### src/rtl/core/ffba_pkg.sv
`timescale 1ns / 1ps
// ----------------------------------------------------------------------------
// ffba_pkg
// types and constants shared by the first-fit allocator cells and top level
// ----------------------------------------------------------------------------
package ffba_pkg;

  localparam int MaxBlocks = 64;
  localparam int AddrBits  = 20;
  localparam int IdxBits   = $clog2(MaxBlocks);
  localparam int CntBits   = $clog2(MaxBlocks + 1);
  localparam int SizeBits  = AddrBits + 1;
  localparam int SumBits   = AddrBits + 2;

  localparam logic [2:0] ST_REUSED     = 3'd0;
  localparam logic [2:0] ST_APPENDED   = 3'd1;
  localparam logic [2:0] ST_ZERO       = 3'd2;
  localparam logic [2:0] ST_ARENA_FULL = 3'd3;
  localparam logic [2:0] ST_TABLE_FULL = 3'd4;
  localparam logic [2:0] ST_FREE       = 3'd5;

  typedef enum logic [1:0] {
    S_IDLE,
    S_WALK,
    S_DONE
  } state_t;

  // token handed from cell to cell along the walk
  typedef struct packed {
    logic                active;
    logic                mode;
    logic [SumBits-1:0]  start;
    logic [SizeBits-1:0] total;
    logic [AddrBits-1:0] faddr;
    logic                hit;
    logic [SumBits-1:0]  hit_start;
    logic [IdxBits-1:0]  hit_idx;
  } token_t;

  // write command broadcast to all cells
  typedef struct packed {
    logic                we;
    logic [IdxBits-1:0]  idx;
    logic                set_size;
    logic [SizeBits-1:0] size;
    logic                free_val;
  } cell_wr_t;

endpackage

### src/rtl/core/ffba_ctrl.sv
`timescale 1ns / 1ps
// ----------------------------------------------------------------------------
// ffba_ctrl
// request sequencer: launches the token, collects it and updates the table
// ----------------------------------------------------------------------------
module ffba_ctrl (
  input  logic                            clk,
  input  logic                            rst_n,
  input  logic                            in_valid,
  output logic                            in_ready,
  input  logic                            in_mode,
  input  logic [19:0]                     in_request_size,
  input  logic [19:0]                     in_free_address,
  output logic                            out_valid,
  input  logic                            out_ready,
  output logic [19:0]                     out_data_address,
  output logic [2:0]                      out_status,
  output logic                            out_free_found,
  input  logic [7:0]                      header_bytes,
  output logic [ffba_pkg::CntBits-1:0]    block_count,
  output ffba_pkg::cell_wr_t              wr,
  output logic                            flush,
  output ffba_pkg::token_t                tok_head,
  input  ffba_pkg::token_t                tok_tail
);

  ffba_pkg::state_t               state_r, state_nxt;
  logic [ffba_pkg::CntBits-1:0]   count_r;
  logic [ffba_pkg::SumBits-1:0]   heap_r;
  logic [19:0]                    addr_r;
  logic [2:0]                     status_r;
  logic                           found_r;
  logic                           accept;
  logic                           done;
  logic [ffba_pkg::SizeBits-1:0]  total;
  logic [ffba_pkg::SumBits-1:0]   new_end;
  logic [ffba_pkg::SumBits-1:0]   res_addr;

  assign accept = in_valid && in_ready;
  assign total  = ffba_pkg::SizeBits'(in_request_size) + ffba_pkg::SizeBits'(header_bytes);
  assign done   = tok_tail.active;

  always_comb begin
    state_nxt = state_r;
    unique case (state_r)
      ffba_pkg::S_IDLE: begin
        if (accept) begin
          if (!in_mode && in_request_size == '0) state_nxt = ffba_pkg::S_DONE;
          else                                 state_nxt = ffba_pkg::S_WALK;
        end
      end
      ffba_pkg::S_WALK: if (done) state_nxt = ffba_pkg::S_DONE;
      ffba_pkg::S_DONE: if (out_ready) state_nxt = ffba_pkg::S_IDLE;
      default:          state_nxt = ffba_pkg::S_IDLE;
    endcase
  end

  always_comb begin
    in_ready  = (state_r == ffba_pkg::S_IDLE);
    out_valid = (state_r == ffba_pkg::S_DONE);
    flush     = (state_r != ffba_pkg::S_WALK) && !accept;
    tok_head           = '0;
    tok_head.active    = accept && !(!in_mode && in_request_size == '0);
    tok_head.mode      = in_mode;
    tok_head.total     = total;
    tok_head.faddr     = in_free_address;
    new_end  = heap_r + ffba_pkg::SumBits'(tok_tail.total);
    res_addr = '0;
    wr       = '0;
    if (state_r == ffba_pkg::S_WALK && done) begin
      if (tok_tail.hit) begin
        wr.we       = 1'b1;
        wr.idx      = tok_tail.hit_idx;
        wr.size     = '0;
        wr.free_val = tok_tail.mode;
        if (!tok_tail.mode)
          res_addr  = tok_tail.hit_start + ffba_pkg::SumBits'(header_bytes);
      end else if (!tok_tail.mode && count_r < ffba_pkg::CntBits'(ffba_pkg::MaxBlocks)
                   && new_end <= (ffba_pkg::SumBits'(1) << ffba_pkg::AddrBits)) begin
        wr.we       = 1'b1;
        wr.idx      = count_r[ffba_pkg::IdxBits-1:0];
        wr.set_size = 1'b1;
        wr.size     = tok_tail.total;
        wr.free_val = 1'b0;
        res_addr    = heap_r + ffba_pkg::SumBits'(header_bytes);
      end
    end
  end

  always_ff @(posedge clk) begin
    if (!rst_n) begin
      state_r <= ffba_pkg::S_IDLE;
      count_r <= '0;
      heap_r  <= '0;
    end else begin
      state_r <= state_nxt;
      if (state_r == ffba_pkg::S_WALK && done && !tok_tail.hit && !tok_tail.mode
          && wr.we) begin
        count_r <= count_r + ffba_pkg::CntBits'(1);
        heap_r  <= new_end;
      end
    end
  end

  always_ff @(posedge clk) begin
    if (state_r == ffba_pkg::S_IDLE && accept && !in_mode && in_request_size == '0) begin
      addr_r   <= '0;
      status_r <= ffba_pkg::ST_ZERO;
      found_r  <= 1'b0;
    end else if (state_r == ffba_pkg::S_WALK && done) begin
      addr_r  <= res_addr[19:0];
      found_r <= tok_tail.mode && tok_tail.hit;
      if (tok_tail.mode)                                      status_r <= ffba_pkg::ST_FREE;
      else if (tok_tail.hit)                                  status_r <= ffba_pkg::ST_REUSED;
      else if (count_r >= ffba_pkg::CntBits'(ffba_pkg::MaxBlocks))
                                                              status_r <= ffba_pkg::ST_TABLE_FULL;
      else if (wr.we)                                         status_r <= ffba_pkg::ST_APPENDED;
      else                                                    status_r <= ffba_pkg::ST_ARENA_FULL;
    end
  end

  assign out_data_address = addr_r;
  assign out_status       = status_r;
  assign out_free_found   = found_r;
  assign block_count      = count_r;

endmodule

### config.mk
export PLATFORM = sky130hd
export DESIGN_NAME = ffba_ctrl
export DESIGN_NICKNAME = d
export VERILOG_FILES = /design/src/rtl/core/ffba_pkg.sv /design/src/rtl/core/ffba_ctrl.sv
export SDC_FILE = /design/constraint.sdc
export NUM_CORES = 1
export LEC_CHECK = 0
export BUFFER_PORTS_ARGS = -buffer_cell sky130_fd_sc_hd__buf_2
export CORE_MARGIN = 2
export CORE_UTILIZATION = 45
export CTS_BUF_LIST = sky130_fd_sc_hd__clkbuf_8
export DETAILED_ROUTE_END_ITERATION = 8
export GPL_TIMING_DRIVEN = 1
export PLACE_DENSITY = 0.78
export SLEW_MARGIN = 20
export SYNTH_ARGS = -nofsm -noshare
export SYNTH_HDL_FRONTEND = slang
export SYNTH_SLANG_ARGS = --single-unit
### constraint.sdc
create_clock -name clk -period 6.7 [get_ports clk]
set_input_delay 1.005 -clock clk [delete_from_list [all_inputs] [get_ports clk]]
set_output_delay 1.005 -clock clk [all_outputs]
set_load 0.01 [all_outputs]
======== Word level (Yosys, flattened, before mapping) ========
Cells that the tools add are included.
word-level totals
  bits in registers ....................... 55
  latch bits .............................. 0
  RAM bits ................................ 0
  memory bits (read-only) ................. 0
  bits of input ports ..................... 147
  output and inout port bits .............. 158
  word-level logic and storage cells ...... 59
  memories kept ........................... 0
cells by class
  add/subtract/negate cells ............... 5
  multipliers ............................. 0
  divide/modulo/power cells ............... 0
  order comparisons ....................... 3
  equality and inequality tests ........... 6
  shift-type cells ........................ 0
  multiplexer cells ....................... 17
  bitwise logic cells ..................... 0
  reductions and logical operators ........ 22
operator list
  kind                    number
  $mux W20                3
  $mux W30                2
  $add A20 B8 Y20         2
  $add A22 B21 Y22        1
  $le A22 B21 Y1 const B  1
  $mux W22                1
  $add A20 B8 Y21         1
  $logic_not A20 Y1       1
  $logic_and A1 B1 Y1     14
  $mux W2                 5
  $mux W3                 3
  $add A7 B1 Y7 const B   1
  $ge A7 B7 Y1 const B    1
  $lt A7 B7 Y1 const B    1
  $mux W7                 1
  $ne A2 B1 Y1 const B    3
  $pmux W2 S3             1
  $logic_not A1 Y1        5
  $reduce_and A3 Y1       1
  $eq A2 B1 Y1 const B    1
  $eq A2 B2 Y1 const B    1
  $logic_not A2 Y1        1
  $ne A2 B2 Y1 const B    1
  $mux W1                 1

======== Logic depth before layout (Yosys ltp) ========
Gate-level depths: netlist (run 1).
  depth in word-level cells ............... 10
  depth in mapped cells ................... 13
  depth with buffers taken out ............ 13

======== Least setup slack after synthesis (run 1) ========
Ideal clock, no wire load.
  path type ............................... input port to output port
  start point ............................. in tok_tail[49] (netlist name)
  end point ............................... out wr[24] (netlist name)
  arrival time ............................ 3.903 ns
  data required time ...................... 5.695 ns
  slack ................................... 1.792 ns
  stages .................................. 13
  cell sequence ........................... ha_1 > inv_1 > fa_1 > nand2b_1 > a21oi_1 > o2111ai_1 > o211ai_1 > o2111ai_1 > or4_4 > o31ai_4 > clkbuf_1 > nand4_1 > a21oi_1
RTL lines
  what         RTL line         RTL
  from (decl)  ffba_ctrl.sv:24  input ffba_pkg::token_t tok_tail
  to (decl)    ffba_ctrl.sv:21  output ffba_pkg::cell_wr_t wr,

==> results.ini, run 1 <==
[timing]
layout_min_cycle_time_ps = 5830
tightest_slew_ps = 864
fin_crit_sh_pct = 87.0
clock_skew_ps = 5.55
finalHoldViolations = 0
relSlewSlack_pct = 41.9
fin_tns_setup_ps = 0
rsz0062_at_grt = no
slew_viol_final = 0
fin_ws_ps = 873
setup_viol = 0
fmax_mhz = 172

[global_route]
globalRouteOverflowTotal = 0
antenna_found_initial = 0
grt_pass1_wl_um = 26700
grtUsageTotal_pct = 22.6
grt_max_degree = 43
grt_pass1_vias = 5390

[final_layout]
drive_gt1_share_pct = 21.6
nets = 1124
syn_to_final_growth_pct = 12.0
layout_commonest_cell = buf_2
nFillCells = 1284
antenna_cells = 0
mostFrequentLayoutCells = 169 x buf_2, 78 x a21oi_1, 61 x nand2_1, 55 x dfxtp_1, 51 x conb_1
final_util_pct = 51.2

[logic_synthesis]
synth_area_per_cell_um2 = 7.46
ys_top_cells_by_area = dfxtp_1 18%, ha_1 9.6%, buf_4 9.0%
synth_enable_flop_cells = 0
yosys.area.top_type = dfxtp_1
ys_warn_count = 0
synth_cell_types = 71
synth-async-reset-ratio_pct = 0
synth-seq-cells = 55
synth_ff_type = dfxtp_1
syn_area_um2 = 5970
synthDominantCellAreaShare_pct = 18.4
synth.yosys.seq_area_share_pct = 18.4
netlist_instances = 801

[cts]
cts_tree = yes
clock_path_buffers = 2
htreeDepth = 2
clkTransAtPathRegs_ps = 90
ctsResizeCount = 0
cts_num_sinks = 55
cts_root_buf = clkbuf_8
clock_latency_ps = 300
cts_setup_buffers = 0
numCtsBuffers = 5
postCtsHoldBufs = 0

[critical_path]
arrival_ps = 4820
cpPeakStageDelay_ps = 560
cp-start-kind = primary input
timing.rr.start = heap_r[0]
path_delay_family = simple AND/OR/NAND/NOR gates
worstPathRequired_ps = 5690
crit_type = in2out
crit_fanout = 18
crit_chain = buf_2 -> ha_1 -> inv_1 -> fa_1 -> nand2b_1 -> a21oi_1 -> o2111ai_1 -> o211ai_1 -> o2111ai_1 -> or4_4 -> o31ai_4 -> buf_4 -> nand2_1 -> inv_2 -> buf_2
crit_path_end_kind = output pin
slowest_stage = or4_4
crit_path_start = tok_tail[49]
worst-path-buf-inv = 5

[route]
drc_errors = 0
first_iter_violations = 613
wl_um = 16400
first_pass_iters = 5
viasPerCell = 5.53
vias = 6100
wl_per_cell_um = 14.9
ant_nets = 0

[power_and_ir_drop]
cellLeakagePower_nw = 3.17
p_int_mw = 0.591
swShare_pct = 34.3
power.density_nw_per_um2 = 134
clkPwrFrac_pct = 24.0
p_sw_mw = 0.308
ir_drop_mv = 0.0948
p_seq_share_pct = 41.6
power_frac_comb_pct = 34.4
fin_total_pwr_mw = 0.898

[floorplanning]
fp-row-count = 42
ioPinCount = 305
initial_utilization_pct = 45.7
fp.dieH_um = 119
fp.dieW_um = 119
core_um2 = 13100
die_area_um2 = 14200

[placement]
post-place-ws_ps = 903
io_buffers = 169
place_hpwl_um = 13100
gp_congestion = 0.892

[flow_run]
max_cap_viol_count = 0

[min_path]
hp-start = out_data_address[1]
min_path_type = reg2reg

[outcome]
outcome = complete, no violations

==> final timing paths <==
kind,to,slack [ps],cells after the start
worst max-delay path,wr[22],870,15
worst min-delay path,out_data_address[1],470,2
worst max register to register,heap_r[19],2480,14
worst min register to register,out_data_address[1],470,2
==> sequential cells by signal, summed over array words and instances, names as in the netlist <==
register	flops
state_r	2
out_free_found	1
out_data_address	20
heap_r	22
out_status	3
block_count	7
==> power by group through the flow <==
stage | clock network, mW | logic [mW] | registers, mW
6_report | 0.215 | 0.309 | 0.374
5_1_grt | 0.231 | 0.346 | 0.377
4_1_cts | 0.216 | 0.309 | 0.373
3_5_place_dp | 0 | 0.308 | 0.381
3_3_place_gp | 0 | 0.304 | 0.380
2_1_floorplan | 0 | 0.218 | 0.389
==> stage by stage <==
step,instances,hold slack [ps],instance area (um^2)
2_1_floorplan,851,455,6160
3_3_place_gp,1096,450,6590
3_5_place_dp,1096,454,6590
4_1_cts,1103,473,6690
5_1_grt,1103,515,6690
6_report,1103,474,6690
==> routing by layer <==
metal | share of wire, % | GRT usage (%)
met5 | 0 | 0
met4 | 2.6 | 7.29
met3 | 7.1 | 1.77
met2 | 45 | 36.7
met1 | 45 | 31.6
==> cells by family after synthesis <==
kind of cell,share of synthesized area [%]
AO/OA/AOI/OAI,24.2
buffers and inverters,13.3
XOR/XNOR,8.36
AND/OR/NAND/NOR,23.7
other,0.0628
adder cells (fa/ha/maj),11.0
flip-flops,18.4
multiplexers,1.03
==> tightest hold or removal path, stage by stage (launching register included) <==
cell,delay [ps]
dfxtp_1,320
nand2_1,50
a31oi_1,60
==> cell usage after synthesis (8+ instances only) <==
| library cell | n |
|---|---|
| a21o_1 | 12 |
| a21oi_1 | 78 |
| a22oi_1 | 9 |
| and2_1 | 9 |
| and3_1 | 34 |
| buf_4 | 72 |
| clkbuf_1 | 29 |
| dfxtp_1 | 55 |
| ha_1 | 46 |
| inv_1 | 27 |
| nand2_1 | 61 |
| nand3_1 | 43 |
| nand4_1 | 19 |
| nor2_1 | 43 |
| nor3_1 | 19 |
| o211ai_1 | 8 |
| o21ai_0 | 43 |
| xnor2_1 | 32 |
| xor2_1 | 25 |
==> final cells by class <==
| type | instances | area [um^2] | area share (%) |
|---|---|---|---|
| well taps | 176 | 220 | 3.29 |
| inverters | 28 | 105 | 1.57 |
| flip-flops and latches | 55 | 1100 | 16.4 |
| multi-input cells | 662 | 4270 | 63.9 |
| clock inverters | 2 | 33.8 | 0.505 |
| repair buffers | 175 | 891 | 13.3 |
| clock buffers | 5 | 68.8 | 1.03 |
(Power assumes the default switching activity.)
==> run 2: changes to the inputs <==
Settings changed: CORE_MARGIN 2 to 10.
==> run 2 against run 1 <==
Sequential share of layout area about the same. First-iteration DRC count down 29%. Final area shrank 0.22%. Core utilization is 0.32 points lower. Power down 2.0%. Non-clock buffer count fell by 1. Critical path type unchanged. Largest power group unchanged. Highest routed layer unchanged.
==> results.ini, run 2 (synthesis results as in run 1) <==
[outcome]
outcome = complete, no violations

[critical_path]
cp-start-kind = primary input
crit_path_end_kind = output pin
crit_chain = buf_2 -> ha_1 -> inv_1 -> fa_1 -> nand2b_1 -> a21oi_1 -> o2111ai_1 -> o211ai_1 -> o2111ai_1 -> or4_4 -> o31ai_4 -> buf_4 -> and2_1 -> o21a_1 -> buf_2
path_delay_family = compound AO/OA/AOI/OAI gates
worstPathRequired_ps = 5690
arrival_ps = 4590
cpPeakStageDelay_ps = 560
crit_fanout = 53
worst-path-buf-inv = 4
slowest_stage = or4_4
crit_type = in2out

[cts]
cts_setup_buffers = 0
clock_path_buffers = 2
clock_latency_ps = 300
numCtsBuffers = 5
postCtsHoldBufs = 0
cts_tree = yes
clkTransAtPathRegs_ps = 90
cts_root_buf = clkbuf_8
ctsResizeCount = 0
cts_num_sinks = 55
htreeDepth = 2

[power_and_ir_drop]
cellLeakagePower_nw = 3.16
power.density_nw_per_um2 = 132
p_sw_mw = 0.315
p_seq_share_pct = 42.3
power_frac_comb_pct = 35.9
ir_drop_mv = 0.0836
fin_total_pwr_mw = 0.880
swShare_pct = 35.8
clkPwrFrac_pct = 21.8
p_int_mw = 0.565

[floorplanning]
fp.dieW_um = 135
fp-row-count = 42
fp.dieH_um = 135
initial_utilization_pct = 45.5
die_area_um2 = 18300
core_um2 = 13100
ioPinCount = 305

[placement]
gp_congestion = 0.940
io_buffers = 169
place_hpwl_um = 14700
placed_area_um2 = 6580

[global_route]
grt_pass1_vias = 5805
antenna_found_initial = 0
grt_pass1_wl_um = 29000
globalRouteOverflowTotal = 0
grtUsageTotal_pct = 18.7
grt_max_degree = 54

[timing]
setup_viol = 0
fin_tns_setup_ps = 0
rsz0062_at_grt = no
tightest_slew_ps = 922
slew_viol_final = 0
holdWs_ps = 479
fin_crit_sh_pct = 83.5
finalHoldViolations = 0
clock_skew_ps = 10.4
layout_min_cycle_time_ps = 5600
relSlewSlack_pct = 37.9
fmax_mhz = 179

[final_layout]
nFillCells = 1361
regMostFlops = heap_r
drive_gt1_share_pct = 21.6
mostFrequentLayoutCells = 169 x buf_2, 78 x a21oi_1, 61 x nand2_1, 55 x dfxtp_1, 51 x conb_1
fin_area_um2 = 6680
syn_to_final_growth_pct = 11.8
largest_reg_flops = 22
nets = 1123
layout_commonest_cell = buf_2
final_util_pct = 50.8
antenna_cells = 0

[route]
first_iter_violations = 436
vias = 6056
first_pass_iters = 5
drc_errors = 0
wl_um = 18100
ant_nets = 0
wl_per_cell_um = 16.4
viasPerCell = 5.49

[flow_run]
max_cap_viol_count = 0

[min_path]
min_path_type = reg2reg

## run 2: cell types whose count changed in the layout (fill, tap and decap cells not counted), sizes merged
cell / before / now
clkbuf: 5 / 6
buf: 175 / 174
clkinv: 0 / 1
bufinv: 1 / 0
## run 2: final timing paths
check                                         start                  end  slack, ps  cells past startpoint
worst max-delay path                   tok_tail[49]               wr[29]       1100                     15
worst min-delay path            out_data_address[1]  out_data_address[1]        480                      2
worst max register to register            heap_r[0]       block_count[3]       2640                     12
worst min register to register  out_data_address[1]  out_data_address[1]        480                      2
## run 2: routing by layer
| layer | routed length [um] | track usage (%) | up-vias |
|---|---|---|---|
| li1 | - | - | 3053 |
| met1 | 8200 | 24.9 | 2768 |
| met2 | 8240 | 30.9 | 221 |
| met3 | 1360 | 3.08 | 14 |
| met4 | 276 | 4.01 | 0 |
| met5 | 0 | 0 | - |
## run 2: area by class of cell
cell class              instances  area [um^2]  area share (%)
clock buffers                   6         82.6            1.24
clock inverters                 2         12.5           0.187
inverters                      28          105            1.57
multi-input cells             662         4270            64.0
flip-flops and latches         55         1100            16.5
well taps                     176          220            3.30
repair buffers                174          883            13.2
## run 2: metrics by stage
| stage | setup WS [ps] | cells |
|---|---|---|
| finish | 1100 | 1103 |
| global route | 818 | 1103 |
| CTS | 1120 | 1103 |
| detailed placement | 1130 | 1095 |
| global placement | 1130 | 1095 |
| floorplan | 1790 | 851 |
## run 2: power groups by stage
stage | Sequential (mW) | Combinational (mW) | Clock, mW
6_report | 0.372 | 0.316 | 0.192
5_1_grt | 0.376 | 0.351 | 0.210
4_1_cts | 0.372 | 0.316 | 0.196
3_5_place_dp | 0.379 | 0.314 | 0
3_3_place_gp | 0.378 | 0.311 | 0
2_1_floorplan | 0.389 | 0.218 | 0
## run 2: tightest hold or removal path: cells and delay by family (launching register included)
kind	cells	cell delay, ps
AO/OA/AOI/OAI	1	60
flip-flops	1	320
AND/OR/NAND/NOR	1	50
==> run 3: changes to the inputs <==
Clock period 6.7 ns to 5.8 ns, I/O delays scaled along.
==> run 3 against run 2 <==
Die area stayed put. Flip-flop and latch count stayed put. Clock power is 21% higher. Worst hold slack worse by 1.6 ps. Combinational power is 16% higher. First-iteration DRC count is 7.3% higher. Core utilization is 0.35 points higher. Non-clock buffer count is 5 higher. Routed wire length is 1.0% higher. Highest routed layer unchanged.
==> results.ini, run 3 (synthesis results as in run 1) <==
[route]
drc_errors = 0
first_pass_iters = 5
viasPerCell = 5.49
first_iter_violations = 468
ant_nets = 0
wl_per_cell_um = 16.5
wl_um = 18300
vias = 6083

[power_and_ir_drop]
power.density_nw_per_um2 = 153
ir_drop_mv = 0.0805
cellLeakagePower_nw = 3.18
fin_total_pwr_mw = 1.03

[final_layout]
mostFrequentLayoutCells = 169 x buf_2, 78 x a21oi_1, 61 x nand2_1, 55 x dfxtp_1, 51 x conb_1
regMostFlops = heap_r
nets = 1128
fin_area_um2 = 6730
syn_to_final_growth_pct = 12.6
drive_gt1_share_pct = 22.1
largest_reg_flops = 22
finalNonFillerCells = 1108
nFillCells = 1366
layout_commonest_cell = buf_2
antenna_cells = 0

[global_route]
met1_usage_pct = 25.1
globalRouteOverflowTotal = 0
busiest_layer = met2
grtUsageTotal_pct = 19.1
grt_pass1_vias = 5920
grt_max_degree = 34
grt_pass1_wl_um = 29500
use_met2_pct = 32.3
use_met3_pct = 2.78
antenna_found_initial = 0

[cts]
clock_path_buffers = 2
cts_root_buf = clkbuf_8
ctsResizeCount = 0
clock_latency_ps = 300
postCtsHoldBufs = 0
cts_tree = yes
cts_num_sinks = 55
cts_setup_buffers = 0
htreeDepth = 2
clkTransAtPathRegs_ps = 100
numCtsBuffers = 5

[critical_path]
cp-start-kind = primary input
worstPathRequired_ps = 4930
crit_path_end_kind = output pin
r2r_cells = 14
crit_type = in2out
crit_fanout = 14
arrival_ps = 4560

[min_path]
min_path_type = reg2reg
min_delay_path_depth = 2

[timing]
finalHoldViolations = 0
holdWs_ps = 478
clock_skew_ps = 4.95
fin_crit_sh_pct = 93.6
rsz0062_at_grt = no
layout_min_cycle_time_ps = 5430
setup_viol = 0
slew_viol_final = 0
tightest_slew_ps = 904
fmax_mhz = 184
fin_tns_setup_ps = 0
relSlewSlack_pct = 39.5

[placement]
io_buffers = 169
place_hpwl_um = 15000
post-place-cells = 1100
placed_area_um2 = 6620
gp_congestion = 0.935

[floorplanning]
core_um2 = 13100
fp.dieH_um = 135
ioPinCount = 305
initial_utilization_pct = 45.5
fp.dieW_um = 135
die_area_um2 = 18300
fp-row-count = 42

[outcome]
outcome = complete, no violations

[flow_run]
max_cap_viol_count = 0

[run 3: changes by cell type in the layout (fill, tap and decap cells not counted), sizes merged]
cell      change
buf           +5
clkinvlp      +1
clkinv        -1
inv           -1
clkbuf        +1
[run 3: report_power, final]
group	switching [mW]	leakage (nW)	internal [mW]	total, mW
clock	0.125	0.0505	0.109	0.233
sequential	0.0189	0.449	0.411	0.429
combinational	0.219	2.68	0.148	0.367
total	0.363	3.18	0.668	1.03
[run 3: critical path, stage by stage]
cell and delay (ps):
buf_2 90, ha_1 190, inv_1 60, fa_1 400, nand2b_1 200, a21oi_1 320, o2111ai_1 180, o211ai_1 190
o2111ai_1 170, or4_4 570, o31ai_4 580, nand2_1 280, inv_2 280, buf_2 190
[run 3: area by class of cell]
class | count | area (um^2) | share of cell area (%)
Inverter | 28 | 105 | 1.56
Sequential cell | 55 | 1100 | 16.4
Multi-Input combinational cell | 662 | 4270 | 63.6
Clock inverter | 1 | 7.51 | 0.112
Tap cell | 176 | 220 | 3.27
Timing Repair Buffer | 179 | 921 | 13.7
Clock buffer | 7 | 96.3 | 1.43
[run 3: layer usage]
metal | share of wire (%) | up-vias
met2 | 47 | 237
met5 | 0 | -
met4 | 0.95 | 0
met3 | 7.9 | 18
li1 | - | 3063
met1 | 45 | 2765
[run 3: through the flow]
stage | utilization (%) | setup slack [ps]
2_1_floorplan | - | 1160
3_3_place_gp | 50.4 | 471
3_5_place_dp | 50.4 | 425
4_1_cts | 51.2 | 424
5_1_grt | 51.2 | 192
6_report | 51.2 | 369
[run 3: final timing paths]
path,from,slack [ps],to
worst min register to register,out_data_address[16],480,out_data_address[16]
worst min-delay path,out_data_address[16],480,out_data_address[16]
worst max register to register,heap_r[0],1660,heap_r[1]
worst max-delay path,tok_tail[49],370,wr[22]
