`src/rtl/core/ffba_pkg.sv`:
```
`timescale 1ns / 1ps
// ----------------------------------------------------------------------------
// ffba_pkg
// types and constants shared by the first-fit allocator cells and top level
// ----------------------------------------------------------------------------
package ffba_pkg;

  localparam int MaxBlocks = 64;
  localparam int AddrBits  = 20;
  localparam int IdxBits   = $clog2(MaxBlocks);
  localparam int CntBits   = $clog2(MaxBlocks + 1);
  localparam int SizeBits  = AddrBits + 1;
  localparam int SumBits   = AddrBits + 2;

  localparam logic [2:0] ST_REUSED     = 3'd0;
  localparam logic [2:0] ST_APPENDED   = 3'd1;
  localparam logic [2:0] ST_ZERO       = 3'd2;
  localparam logic [2:0] ST_ARENA_FULL = 3'd3;
  localparam logic [2:0] ST_TABLE_FULL = 3'd4;
  localparam logic [2:0] ST_FREE       = 3'd5;

  typedef enum logic [1:0] {
    S_IDLE,
    S_WALK,
    S_DONE
  } state_t;

  // token handed from cell to cell along the walk
  typedef struct packed {
    logic                active;
    logic                mode;
    logic [SumBits-1:0]  start;
    logic [SizeBits-1:0] total;
    logic [AddrBits-1:0] faddr;
    logic                hit;
    logic [SumBits-1:0]  hit_start;
    logic [IdxBits-1:0]  hit_idx;
  } token_t;

  // write command broadcast to all cells
  typedef struct packed {
    logic                we;
    logic [IdxBits-1:0]  idx;
    logic                set_size;
    logic [SizeBits-1:0] size;
    logic                free_val;
  } cell_wr_t;

endpackage

```
`src/rtl/core/ffba_cell.sv`:
```
`timescale 1ns / 1ps
// ----------------------------------------------------------------------------
// ffba_cell
// one block table entry; inspects the passing token and forwards it
// ----------------------------------------------------------------------------
module ffba_cell (
  input  logic                            clk,
  input  logic [ffba_pkg::IdxBits-1:0]    my_idx,
  input  logic [ffba_pkg::CntBits-1:0]    block_count,
  input  logic [7:0]                      header_bytes,
  input  ffba_pkg::cell_wr_t              wr,
  input  logic                            flush,
  input  ffba_pkg::token_t                tok_in,
  output ffba_pkg::token_t                tok_out
);

  logic [ffba_pkg::SizeBits-1:0] size_r;
  logic                          free_r;
  ffba_pkg::token_t              tok_r;
  ffba_pkg::token_t              tok_nxt;
  logic                          in_use;
  logic                          match;

  always_comb begin
    in_use  = {1'b0, my_idx} < block_count;
    tok_nxt = tok_in;
    match   = 1'b0;
    if (tok_in.active && in_use && !tok_in.hit) begin
      if (tok_in.mode)
        match = (tok_in.start + ffba_pkg::SumBits'(header_bytes))
                == ffba_pkg::SumBits'(tok_in.faddr);
      else
        match = free_r && (size_r >= tok_in.total);
      if (match) begin
        tok_nxt.hit       = 1'b1;
        tok_nxt.hit_start = tok_in.start;
        tok_nxt.hit_idx   = my_idx;
      end
      tok_nxt.start = tok_in.start + ffba_pkg::SumBits'(size_r);
    end
    if (flush) tok_nxt.active = 1'b0;
  end

  always_ff @(posedge clk) begin
    tok_r <= tok_nxt;
    if (wr.we && wr.idx == my_idx) begin
      if (wr.set_size) size_r <= wr.size;
      free_r <= wr.free_val;
    end
  end

  assign tok_out = tok_r;

endmodule

```
`config.mk`:
```
export PLATFORM = sky130hd
export DESIGN_NAME = ffba_cell
export DESIGN_NICKNAME = d
export VERILOG_FILES = /design/src/rtl/core/ffba_pkg.sv /design/src/rtl/core/ffba_cell.sv
export SDC_FILE = /design/constraint.sdc
export NUM_CORES = 1
export LEC_CHECK = 0
export BUFFER_PORTS_ARGS = -buffer_cell sky130_fd_sc_hd__buf_2
export CORE_UTILIZATION = 25
export DETAILED_ROUTE_END_ITERATION = 6
export PLACE_DENSITY = 0.49
export SYNTH_ARGS = -nofsm -noshare
export SYNTH_HDL_FRONTEND = slang
export SYNTH_SLANG_ARGS = --single-unit
export TNS_END_PERCENT = 5
```
`constraint.sdc`:
```
create_clock -name clk -period 5.6 [get_ports clk]
set_clock_uncertainty 0.1 [all_clocks]
set_input_delay 0.56 -clock clk [delete_from_list [all_inputs] [get_ports clk]]
set_output_delay 0.56 -clock clk [all_outputs]
set_load 0.02 [all_outputs]
```
Yosys cells after proc, flatten, opt, wreduce, memory -nomap -nowiden
Index checks and enable logic that the tools add are counted.
{ "op_classes": {"addsub": 2, "n_mux": 5, "magnitude_cmp": 2, "n_eq_ne": 2, "reduce_logical": 6} }
{ "op_table": {"columns": ["operator", "n"], "rows": [
  ["29-bit two-way mux", 2],
  ["22-bit by 21-bit adder with 22-bit output", 1],
  ["22-bit by 8-bit adder with 22-bit output", 1],
  ["22-bit by 20-bit == test with 1-bit output", 1],
  ["22-bit two-way mux", 1],
  ["21-bit greater-or-equal comparator", 1],
  ["6-bit by 7-bit < comparator with 1-bit output", 1],
  ["6-bit == test", 1],
  ["1-bit logical AND", 4],
  ["1-bit two-way mux", 2],
  ["2-bit AND reduction", 1],
  ["1-bit logical NOT", 1]
]} }
{ "totals": {"input_bits": 147, "out_inout_bits": 94, "register_bits": 116} }

Longest topological paths before layout
Gate-level depths: netlist of the first run.
{ "depth": {"ltp_word": 6, "depth_mapped": 13} }

Worst setup path before layout of the first run
No wires, ideal clock.
{ "synth_timing": {"kind": "input port to flip-flop", "from": "in header_bytes[0]", "to": "reg tok_r (netlist bit tok_out[19])", "cell_stages": 13, "path_slack_ps": 2132, "arrival_time_ps": 3247, "setup_ps": 121, "t_required_ps": 5379, "cell_sequence": "ha_1 -> fa_1 -> a211oi_1 -> o21ai_1 -> nand3_1 -> mux2_2 -> nand3_1 -> a32o_1 -> nor4_2 -> a31oi_1 -> buf_6 -> buf_6 -> mux2_4"} }
{ "synth_rtl": {"columns": ["element", "line_no", "rtl"], "rows": [
  ["start, declared", "ffba_cell.sv:10", "input logic [7:0] header_bytes,"],
  ["end signal, assigned", "ffba_cell.sv:45", "tok_r <= tok_nxt;"],
  ["end, declared", "ffba_cell.sv:19", "ffba_pkg::token_t tok_r;"]
]} }

==> impl_metrics.prom, run 1 <==
# TYPE chip_impl_metric gauge
chip_impl_metric{name="clock_latency_on_the_worst_skew_pair",unit="ns"} 0.42
chip_impl_metric{name="worst_ep_arrival_time",unit="ns"} 4.14
chip_impl_metric{name="complex_gate_fraction_of_the_synthesized_area",unit="%"} 14.2
chip_impl_info{name="grt_setup_unrepaired",value="no"} 1
chip_impl_metric{name="regToRegSetupSlack",unit="ns"} 1.96
chip_impl_metric{name="core-area",unit="um^2"} 22700
chip_impl_metric{name="core.rowCount",unit=""} 55
chip_impl_metric{name="synth_xor_area_share",unit="%"} 7.37
chip_impl_metric{name="finalCriticalPeriod",unit="ns"} 3.94
chip_impl_metric{name="maxCapViolCount",unit=""} 0
chip_impl_metric{name="routed_via_density",unit=""} 4.44
chip_impl_metric{name="grt.total_usage",unit="%"} 15.2
chip_impl_metric{name="ff2ff_path_depth",unit=""} 10
chip_impl_metric{name="clkTransAtPathRegs",unit="ns"} 0.06
chip_impl_metric{name="portBuffers",unit=""} 240
chip_impl_metric{name="pin_count_of_the_biggest_net_entering_global_routing",unit=""} 30
chip_impl_metric{name="layout_stage_area_growth_over_the_synthesis_result",unit="%"} 36.6
chip_impl_metric{name="internal_power_of_the_cells",unit="mW"} 1.77
chip_impl_info{name="cts_root_buffer",value="sky130_fd_sc_hd__clkbuf_16"} 1
chip_impl_info{name="run_status",value="completed"} 1
chip_impl_metric{name="number_of_global_route_vias_before_repair",unit=""} 4977
chip_impl_metric{name="final_layout_size_suffix_gt1_share",unit="%"} 37.8
chip_impl_metric{name="finalWirelength",unit="um"} 17500
chip_impl_metric{name="synth.ff_latch_count",unit=""} 116
chip_impl_metric{name="postSynthNetCount",unit=""} 769
chip_impl_metric{name="p_clk_share",unit="%"} 46.3
chip_impl_metric{name="floorplan.die_area",unit="um^2"} 23900
chip_impl_metric{name="vdd_drop_max",unit="V"} 0.000174
chip_impl_metric{name="netlist_instances",unit=""} 565
chip_impl_metric{name="cts_inserted_buffers",unit=""} 17
chip_impl_info{name="r2r_start",value="size_r[7]"} 1
chip_impl_metric{name="synth_edf_count",unit=""} 22
chip_impl_metric{name="synth-async-reset-ratio",unit="%"} 0
chip_impl_metric{name="design_power_total",unit="mW"} 2.42
chip_impl_metric{name="io_pins",unit=""} 241
chip_impl_metric{name="synthAdderAreaFrac",unit="%"} 12.5
chip_impl_metric{name="antenna_found_initial",unit=""} 3
chip_impl_metric{name="synthesis.area",unit="um^2"} 5820
chip_impl_metric{name="postLayoutCoreUtil",unit="%"} 35.0
chip_impl_metric{name="drt_iter0_drc",unit=""} 193
chip_impl_metric{name="floorplan.die.height",unit="um"} 155
chip_impl_metric{name="report.final.slew_viol_count",unit=""} 0
chip_impl_metric{name="grt_first_pass_wirelength",unit="um"} 27100
chip_impl_metric{name="synth_cell_types",unit=""} 66
chip_impl_metric{name="post_cts_hold_buffer_count",unit=""} 0
chip_impl_info{name="largest_family_of_logic_cells_by_synthesized_area",value="compound AO/OA/AOI/OAI gates"} 1
chip_impl_metric{name="layout.area.seq",unit="um^2"} 2540
chip_impl_info{name="worst_min_delay_path_startpoint",value="tok_in[64]"} 1
chip_impl_metric{name="timing.fmax",unit="GHz"} 0.254
chip_impl_info{name="cts_tree",value="yes"} 1
chip_impl_metric{name="postRouteAntennaNets",unit=""} 0
chip_impl_metric{name="synth_area_per_cell",unit="um^2"} 10.3
chip_impl_metric{name="cts_setup_buffers",unit=""} 0
chip_impl_info{name="crit_path_end_kind",value="flip-flop"} 1
chip_impl_metric{name="drtPass1Iterations",unit=""} 6
chip_impl_metric{name="worstMarginPinSlew",unit="ns"} 1.07
chip_impl_metric{name="synthSimpleGateAreaFrac",unit="%"} 11.6
chip_impl_metric{name="tritoncts_num_sinks",unit=""} 116
chip_impl_metric{name="cts_resized",unit=""} 0
chip_impl_info{name="postSynth.topFlopCell",value="sky130_fd_sc_hd__dfxtp_1"} 1
chip_impl_metric{name="final_routed_drc_violation_total",unit=""} 0
chip_impl_metric{name="p_leak",unit="nW"} 3.77
chip_impl_metric{name="via_count",unit=""} 4947
chip_impl_metric{name="globalRouteOverflowTotal",unit=""} 0
chip_impl_metric{name="setup_viol",unit=""} 0
chip_impl_metric{name="finalCritPeriodShare",unit="%"} 70.3
chip_impl_metric{name="setup-tns-final",unit="ns"} 0
chip_impl_info{name="layout.cells.most_common_list",value="sky130_fd_sc_hd__buf_2 (240), sky130_fd_sc_hd__dfxtp_1 (94), sky130_fd_sc_hd__ha_1 (55), sky130_fd_sc_hd__inv_1 (40), sky130_fd_sc_hd__nand2_1 (37)"} 1
chip_impl_metric{name="dieWidth",unit="um"} 155
chip_impl_metric{name="gp_routability_congestion",unit=""} 0.794
chip_impl_metric{name="drt-wirelength-per-cell",unit="um"} 15.7
chip_impl_metric{name="power.density",unit="nW/um^2"} 304
chip_impl_metric{name="switch_share",unit="%"} 26.7
chip_impl_info{name="nature_of_the_critical_path_startpoint",value="input pin"} 1
chip_impl_metric{name="seq_power_share",unit="%"} 37.5
chip_impl_info{name="cp_cell_sequence",value="buf_2 -> ha_1 -> fa_1 -> a211oi_1 -> o21ai_1 -> nand3_1 -> mux2_2 -> nand3_1 -> a32o_1 -> nor4_2 -> a31oi_4 -> buf_4 -> mux2_2"} 1
chip_impl_info{name="critical-path-slowest-cell",value="sky130_fd_sc_hd__a31oi_4"} 1
chip_impl_metric{name="max_slew_margin",unit="%"} 28.6
chip_impl_info{name="hold_end",value="tok_out[64]"} 1
chip_impl_metric{name="ctsHtreeMaxLevel",unit=""} 4
chip_impl_metric{name="power_switching",unit="mW"} 0.646
chip_impl_metric{name="cts-root-to-sink-buffers",unit=""} 2
chip_impl_info{name="layout.cells.most_common",value="sky130_fd_sc_hd__buf_2"} 1
chip_impl_metric{name="synth.mux.area_fraction",unit="%"} 6.75
chip_impl_metric{name="crit_path_max_fanout",unit=""} 15
chip_impl_metric{name="design.final.nets",unit=""} 1016
chip_impl_metric{name="power.share.combinational",unit="%"} 16.2
chip_impl_metric{name="post-dp-hpwl",unit="um"} 14300
chip_impl_info{name="regToRegEndpoint",value="tok_out[7]"} 1
chip_impl_info{name="hold_class",value="in2reg"} 1
chip_impl_metric{name="timing_hold_violations_final",unit=""} 0
chip_impl_metric{name="synth.yosys.warnings",unit=""} 0
chip_impl_metric{name="initial_cell_density_of_the_core",unit="%"} 25.6
chip_impl_metric{name="fillCellCount",unit=""} 2347
chip_impl_metric{name="required",unit="ns"} 5.80
chip_impl_info{name="crit_type",value="in2reg"} 1
chip_impl_metric{name="max_stage_delay",unit="ns"} 0.60
chip_impl_metric{name="hold_depth",unit=""} 1
chip_impl_metric{name="multi_input_gate_area",unit="um^2"} 3080
chip_impl_metric{name="synth_seq_area_share",unit="%"} 43.7
## cells in the mapped netlist, types with 2 or more instances
cell                        number  area [um^2]
sky130_fd_sc_hd__or4_1           2         15.0
sky130_fd_sc_hd__inv_1          40          150
sky130_fd_sc_hd__mux2_4          9          135
sky130_fd_sc_hd__nor3_1         11         55.1
sky130_fd_sc_hd__nand2_1        37          139
sky130_fd_sc_hd__a211oi_1        6         45.0
sky130_fd_sc_hd__nor3b_1         3         22.5
sky130_fd_sc_hd__buf_2           4         20.0
sky130_fd_sc_hd__a31oi_1        10         62.6
sky130_fd_sc_hd__dfxtp_1        94         1880
sky130_fd_sc_hd__o21a_1          4         30.0
sky130_fd_sc_hd__or2_2           3         18.8
sky130_fd_sc_hd__o2111ai_1       2         17.5
sky130_fd_sc_hd__o31ai_1         2         15.0
sky130_fd_sc_hd__o21ai_1         4         20.0
sky130_fd_sc_hd__o21bai_1        6         45.0
sky130_fd_sc_hd__a2111oi_0       2         17.5
sky130_fd_sc_hd__fa_1            2         40.0
sky130_fd_sc_hd__nand2b_1        7         43.8
sky130_fd_sc_hd__nor2b_1        10         62.6
sky130_fd_sc_hd__and2_1          3         18.8
sky130_fd_sc_hd__nor4_1          5         31.3
sky130_fd_sc_hd__nand4_1         8         50.1
sky130_fd_sc_hd__and3_1          2         12.5
sky130_fd_sc_hd__nand3_1        12         60.1
sky130_fd_sc_hd__a21boi_0        3         22.5
sky130_fd_sc_hd__mux2_2         22          248
sky130_fd_sc_hd__ha_1           55          688
sky130_fd_sc_hd__xnor2_1        28          245
sky130_fd_sc_hd__a21o_1         12         90.1
sky130_fd_sc_hd__clkbuf_1        6         22.5
sky130_fd_sc_hd__edfxtp_1       22          661
sky130_fd_sc_hd__o21ai_0        34          170
sky130_fd_sc_hd__a41oi_1         2         17.5
sky130_fd_sc_hd__xor2_1         21          184
sky130_fd_sc_hd__nor2_1         16         60.1
sky130_fd_sc_hd__buf_6           2         22.5
sky130_fd_sc_hd__a21oi_1        26          130
## power by group through the flow
| stage | registers, mW | logic, mW | clock network [mW] |
|---|---|---|---|
| floorplan | 0.984 | 0.176 | 0 |
| global placement | 0.924 | 0.396 | 0 |
| detailed placement | 0.925 | 0.396 | 0 |
| CTS | 0.907 | 0.398 | 1.16 |
| global route | 0.911 | 0.433 | 1.19 |
| finish | 0.907 | 0.392 | 1.12 |
## critical path, delay by kind of cell
family / cells / cell delay, ns
muxes: 2 / 0.72
adders and majority gates: 2 / 0.62
buffers and inverters: 2 / 0.52
AOI/OAI and AO/OA: 4 / 1.37
and+or+nand+nor: 3 / 0.32
## cell type report
type	count	share of cell area [%]
clock inverter	12	1.95
sequential	116	32.0
multi-input combinational	395	38.7
timing repair buffer	242	15.3
inverter	40	1.89
tap	285	4.48
antenna	3	0.0944
clock buffer	20	5.62
## cells by family (layout without fill, tap and decap cells)
kind of cell    count (synthesis)  in the layout
flops                         116            116
mux                            32             32
fa+ha+maj                      57             57
simple gates                  129            129
buf+inv                        54            314
compound gates                128            128
other cells                     0              3
xor+xnor                       49             49
## metrics by stage
stage	cells	setup WS [ns]	hold slack [ns]	cell area (um^2)
2_1_floorplan	565	2.13	0.486	5820
3_3_place_gp	1078	1.22	0.537	7340
3_5_place_dp	1078	1.19	0.527	7340
4_1_cts	1110	1.65	0.131	7950
5_1_grt	1110	1.43	0.132	7950
6_report	1113	1.66	0.157	7950
## how the worst max path moves through the flow
stage,from,end,slack [ns],depth (start not counted)
2_1_floorplan,header_bytes[0],tok_out[19],2.13,13
3_3_place_gp,tok_in[70],tok_out[6],1.22,13
3_5_place_dp,tok_in[70],tok_out[11],1.19,13
4_1_cts,tok_in[70],tok_out[18],1.65,13
5_1_grt,tok_in[70],tok_out[14],1.43,13
6_report,tok_in[70],tok_out[7],1.66,13
## sequential cells by signal, summed over array words and instances, names as in the netlist
name / cells
tok_out: 94
size_r: 21
free_r: 1
## metal layers
| metal | vias to the layer above | GRT usage, % | part of all wire (%) |
|---|---|---|---|
| li1 | 2535 | - | - |
| met1 | 2253 | 18.3 | 45 |
| met2 | 148 | 25.9 | 48 |
| met3 | 11 | 4.93 | 6.4 |
| met4 | 0 | 4.01 | 0.86 |
| met5 | - | 0 | 0 |
Power figures use the tool's default switching activity.
==> inputs of run 2 (changes only) <==
- PLACE_DENSITY: 0.49 -> 0.51
- clock period: 5.6 -> 3.18 ns (I/O delays scaled with it)
==> impl_metrics.prom, run 2 (synthesis gave the netlist of run 1 again) <==
# TYPE chip_impl_metric gauge
chip_impl_metric{name="finalHoldWorstSlack",unit="ns"} 0.0245
chip_impl_metric{name="setup_viol",unit=""} 0
chip_impl_metric{name="internal_power_of_the_cells",unit="mW"} 3.16
chip_impl_metric{name="post-place-cells",unit=""} 1130
chip_impl_metric{name="power.share.combinational",unit="%"} 19.0
chip_impl_info{name="crit_type",value="in2reg"} 1
chip_impl_info{name="worstSetupStartpoint",value="tok_in[56]"} 1
chip_impl_info{name="hold_class",value="in2reg"} 1
chip_impl_metric{name="drt_iter0_drc",unit=""} 222
chip_impl_metric{name="post-dp-hpwl",unit="um"} 14900
chip_impl_metric{name="power_switching",unit="mW"} 1.18
chip_impl_metric{name="cts-root-to-sink-buffers",unit=""} 2
chip_impl_metric{name="largest_reg_flops",unit=""} 94
chip_impl_metric{name="p_leak",unit="nW"} 4.32
chip_impl_metric{name="final_layout_size_suffix_gt1_share",unit="%"} 39.3
chip_impl_metric{name="crit_path_max_fanout",unit=""} 16
chip_impl_metric{name="design_power_total",unit="mW"} 4.34
chip_impl_info{name="grt_setup_unrepaired",value="yes"} 1
chip_impl_metric{name="globalRouteOverflowTotal",unit=""} 0
chip_impl_info{name="cts_tree",value="yes"} 1
chip_impl_metric{name="postRouteAntennaNets",unit=""} 0
chip_impl_metric{name="number_of_global_route_vias_before_repair",unit=""} 5419
chip_impl_metric{name="design.final.nets",unit=""} 1133
chip_impl_metric{name="cts_inserted_buffers",unit=""} 17
chip_impl_metric{name="p_clk_share",unit="%"} 44.1
chip_impl_metric{name="drt-wirelength-per-cell",unit="um"} 15.3
chip_impl_metric{name="fillCellCount",unit=""} 2265
chip_impl_metric{name="floorplan.die.height",unit="um"} 155
chip_impl_metric{name="drtPass1Iterations",unit=""} 4
chip_impl_metric{name="worst_ep_arrival_time",unit="ns"} 3.29
chip_impl_metric{name="clock_latency_on_the_worst_skew_pair",unit="ns"} 0.42
chip_impl_metric{name="grt.total_usage",unit="%"} 16.0
chip_impl_metric{name="routed_via_density",unit=""} 4.38
chip_impl_metric{name="core.rowCount",unit=""} 55
chip_impl_metric{name="worstMarginPinSlew",unit="ns"} 0.721
chip_impl_info{name="r2r_start",value="size_r[1]"} 1
chip_impl_metric{name="via_count",unit=""} 5383
chip_impl_metric{name="finalCriticalPeriod",unit="ns"} 3.09
chip_impl_metric{name="portBuffers",unit=""} 240
chip_impl_metric{name="finalCritPeriodShare",unit="%"} 97.1
chip_impl_info{name="layout.cells.most_common_list",value="sky130_fd_sc_hd__buf_2 (240), sky130_fd_sc_hd__dfxtp_1 (94), sky130_fd_sc_hd__dlygate4sd3_1 (65), sky130_fd_sc_hd__ha_1 (55), sky130_fd_sc_hd__buf_4 (52)"} 1
chip_impl_metric{name="vdd_drop_max",unit="V"} 0.000340
chip_impl_metric{name="report.final.slew_viol_count",unit=""} 0
chip_impl_metric{name="clkTransAtPathRegs",unit="ns"} 0.06
chip_impl_info{name="cts_root_buffer",value="sky130_fd_sc_hd__clkbuf_16"} 1
chip_impl_metric{name="setup-tns-final",unit="ns"} 0
chip_impl_metric{name="io_pins",unit=""} 241
chip_impl_metric{name="antenna_found_initial",unit=""} 1
chip_impl_metric{name="floorplan.die_area",unit="um^2"} 23900
chip_impl_metric{name="gp_routability_congestion",unit=""} 0.815
chip_impl_metric{name="dieWidth",unit="um"} 155
chip_impl_metric{name="power.density",unit="nW/um^2"} 479
chip_impl_metric{name="pin_count_of_the_biggest_net_entering_global_routing",unit=""} 42
chip_impl_info{name="layout.cells.most_common",value="sky130_fd_sc_hd__buf_2"} 1
chip_impl_metric{name="maxCapViolCount",unit=""} 0
chip_impl_metric{name="timing_hold_violations_final",unit=""} 0
chip_impl_info{name="worst_min_delay_path_startpoint",value="tok_in[20]"} 1
chip_impl_info{name="nature_of_the_critical_path_startpoint",value="input pin"} 1
chip_impl_metric{name="seq_power_share",unit="%"} 36.8
chip_impl_metric{name="timing.fmax",unit="GHz"} 0.324
chip_impl_info{name="crit_path_end_kind",value="flip-flop"} 1
chip_impl_metric{name="finalWirelength",unit="um"} 18700
chip_impl_metric{name="final_routed_drc_violation_total",unit=""} 0
chip_impl_metric{name="cts_setup_buffers",unit=""} 0
chip_impl_metric{name="tritoncts_num_sinks",unit=""} 116
chip_impl_metric{name="core-area",unit="um^2"} 22700
chip_impl_metric{name="grt_first_pass_wirelength",unit="um"} 28500
chip_impl_metric{name="layout_stage_area_growth_over_the_synthesis_result",unit="%"} 55.5
chip_impl_metric{name="finalNonFillerCells",unit=""} 1229
chip_impl_metric{name="max_slew_margin",unit="%"} 51.5
chip_impl_metric{name="required",unit="ns"} 3.38
chip_impl_metric{name="switch_share",unit="%"} 27.1
chip_impl_metric{name="ctsHtreeMaxLevel",unit=""} 4
chip_impl_info{name="run_status",value="completed"} 1
chip_impl_metric{name="initial_cell_density_of_the_core",unit="%"} 25.6
-- run 2: metrics by stage --
step	instance area [um^2]	utilization (%)	worst slack [ns]
after global placement	7760	34.2	-0.392
after detailed placement	7760	34.2	-0.403
after CTS	9010	39.7	0.0223
after global routing	9050	39.8	-0.0517
after floorplan	5830	-	0.0249
final	9050	39.9	0.0926
-- run 2: layout make-up --
| type | count | area, um^2 | share of cell area [%] |
|---|---|---|---|
| flip-flops and latches | 116 | 2540 | 28.1 |
| repair buffers | 359 | 2280 | 25.2 |
| inverters | 40 | 150 | 1.66 |
| clock buffers | 23 | 500 | 5.53 |
| clock inverters | 9 | 92.6 | 1.02 |
| diodes | 2 | 5.00 | 0.0553 |
| well taps | 285 | 357 | 3.94 |
| multi-input cells | 395 | 3120 | 34.5 |
-- run 2: layer usage --
metal	share of wire [%]	vias to the layer above	track usage, %
met2	49	139	28.0
met1	45	2456	18.8
met4	1.5	0	5.19
met3	5.2	16	4.65
li1	-	2772	-
met5	0	-	0
-- run 2: critical path: stages --
cell and delay, ns:
sky130_fd_sc_hd__dlygate4sd3_1 0.53, sky130_fd_sc_hd__buf_2 0.12, sky130_fd_sc_hd__inv_1 0.04, sky130_fd_sc_hd__ha_1 0.29
sky130_fd_sc_hd__and2_1 0.17, sky130_fd_sc_hd__a221oi_1 0.23, sky130_fd_sc_hd__o21ai_0 0.16, sky130_fd_sc_hd__o2111a_1 0.28
sky130_fd_sc_hd__o221ai_2 0.19, sky130_fd_sc_hd__a211oi_2 0.16, sky130_fd_sc_hd__a31oi_4 0.24, sky130_fd_sc_hd__buf_12 0.20
sky130_fd_sc_hd__mux2_2 0.34
-- run 2: what timing repair did --
item | in CTS | in global routing
endpoints found under the setup margin | 0 | 30
hold buffers | 65 | 0
hold endpoints to repair | 65 | 0
gates resized for setup | 0 | 8
-- run 2: power by group through the flow --
stage	Sequential, mW	Combinational (mW)	Clock [mW]
CTS	1.60	0.827	1.97
global placement	1.63	0.758	0
detailed placement	1.63	0.760	0
global route	1.61	0.909	2.04
floorplan	1.73	0.312	0
finish	1.60	0.826	1.91
-- run 2: path summary, 6_finish.rpt --
path            endpoint  slack [ns]  depth (start not counted)
max reg2reg  tok_out[89]        0.17                         11
min          tok_out[20]        0.02                          2
min reg2reg  tok_out[70]        0.53                          2
max          tok_out[10]        0.09                         13
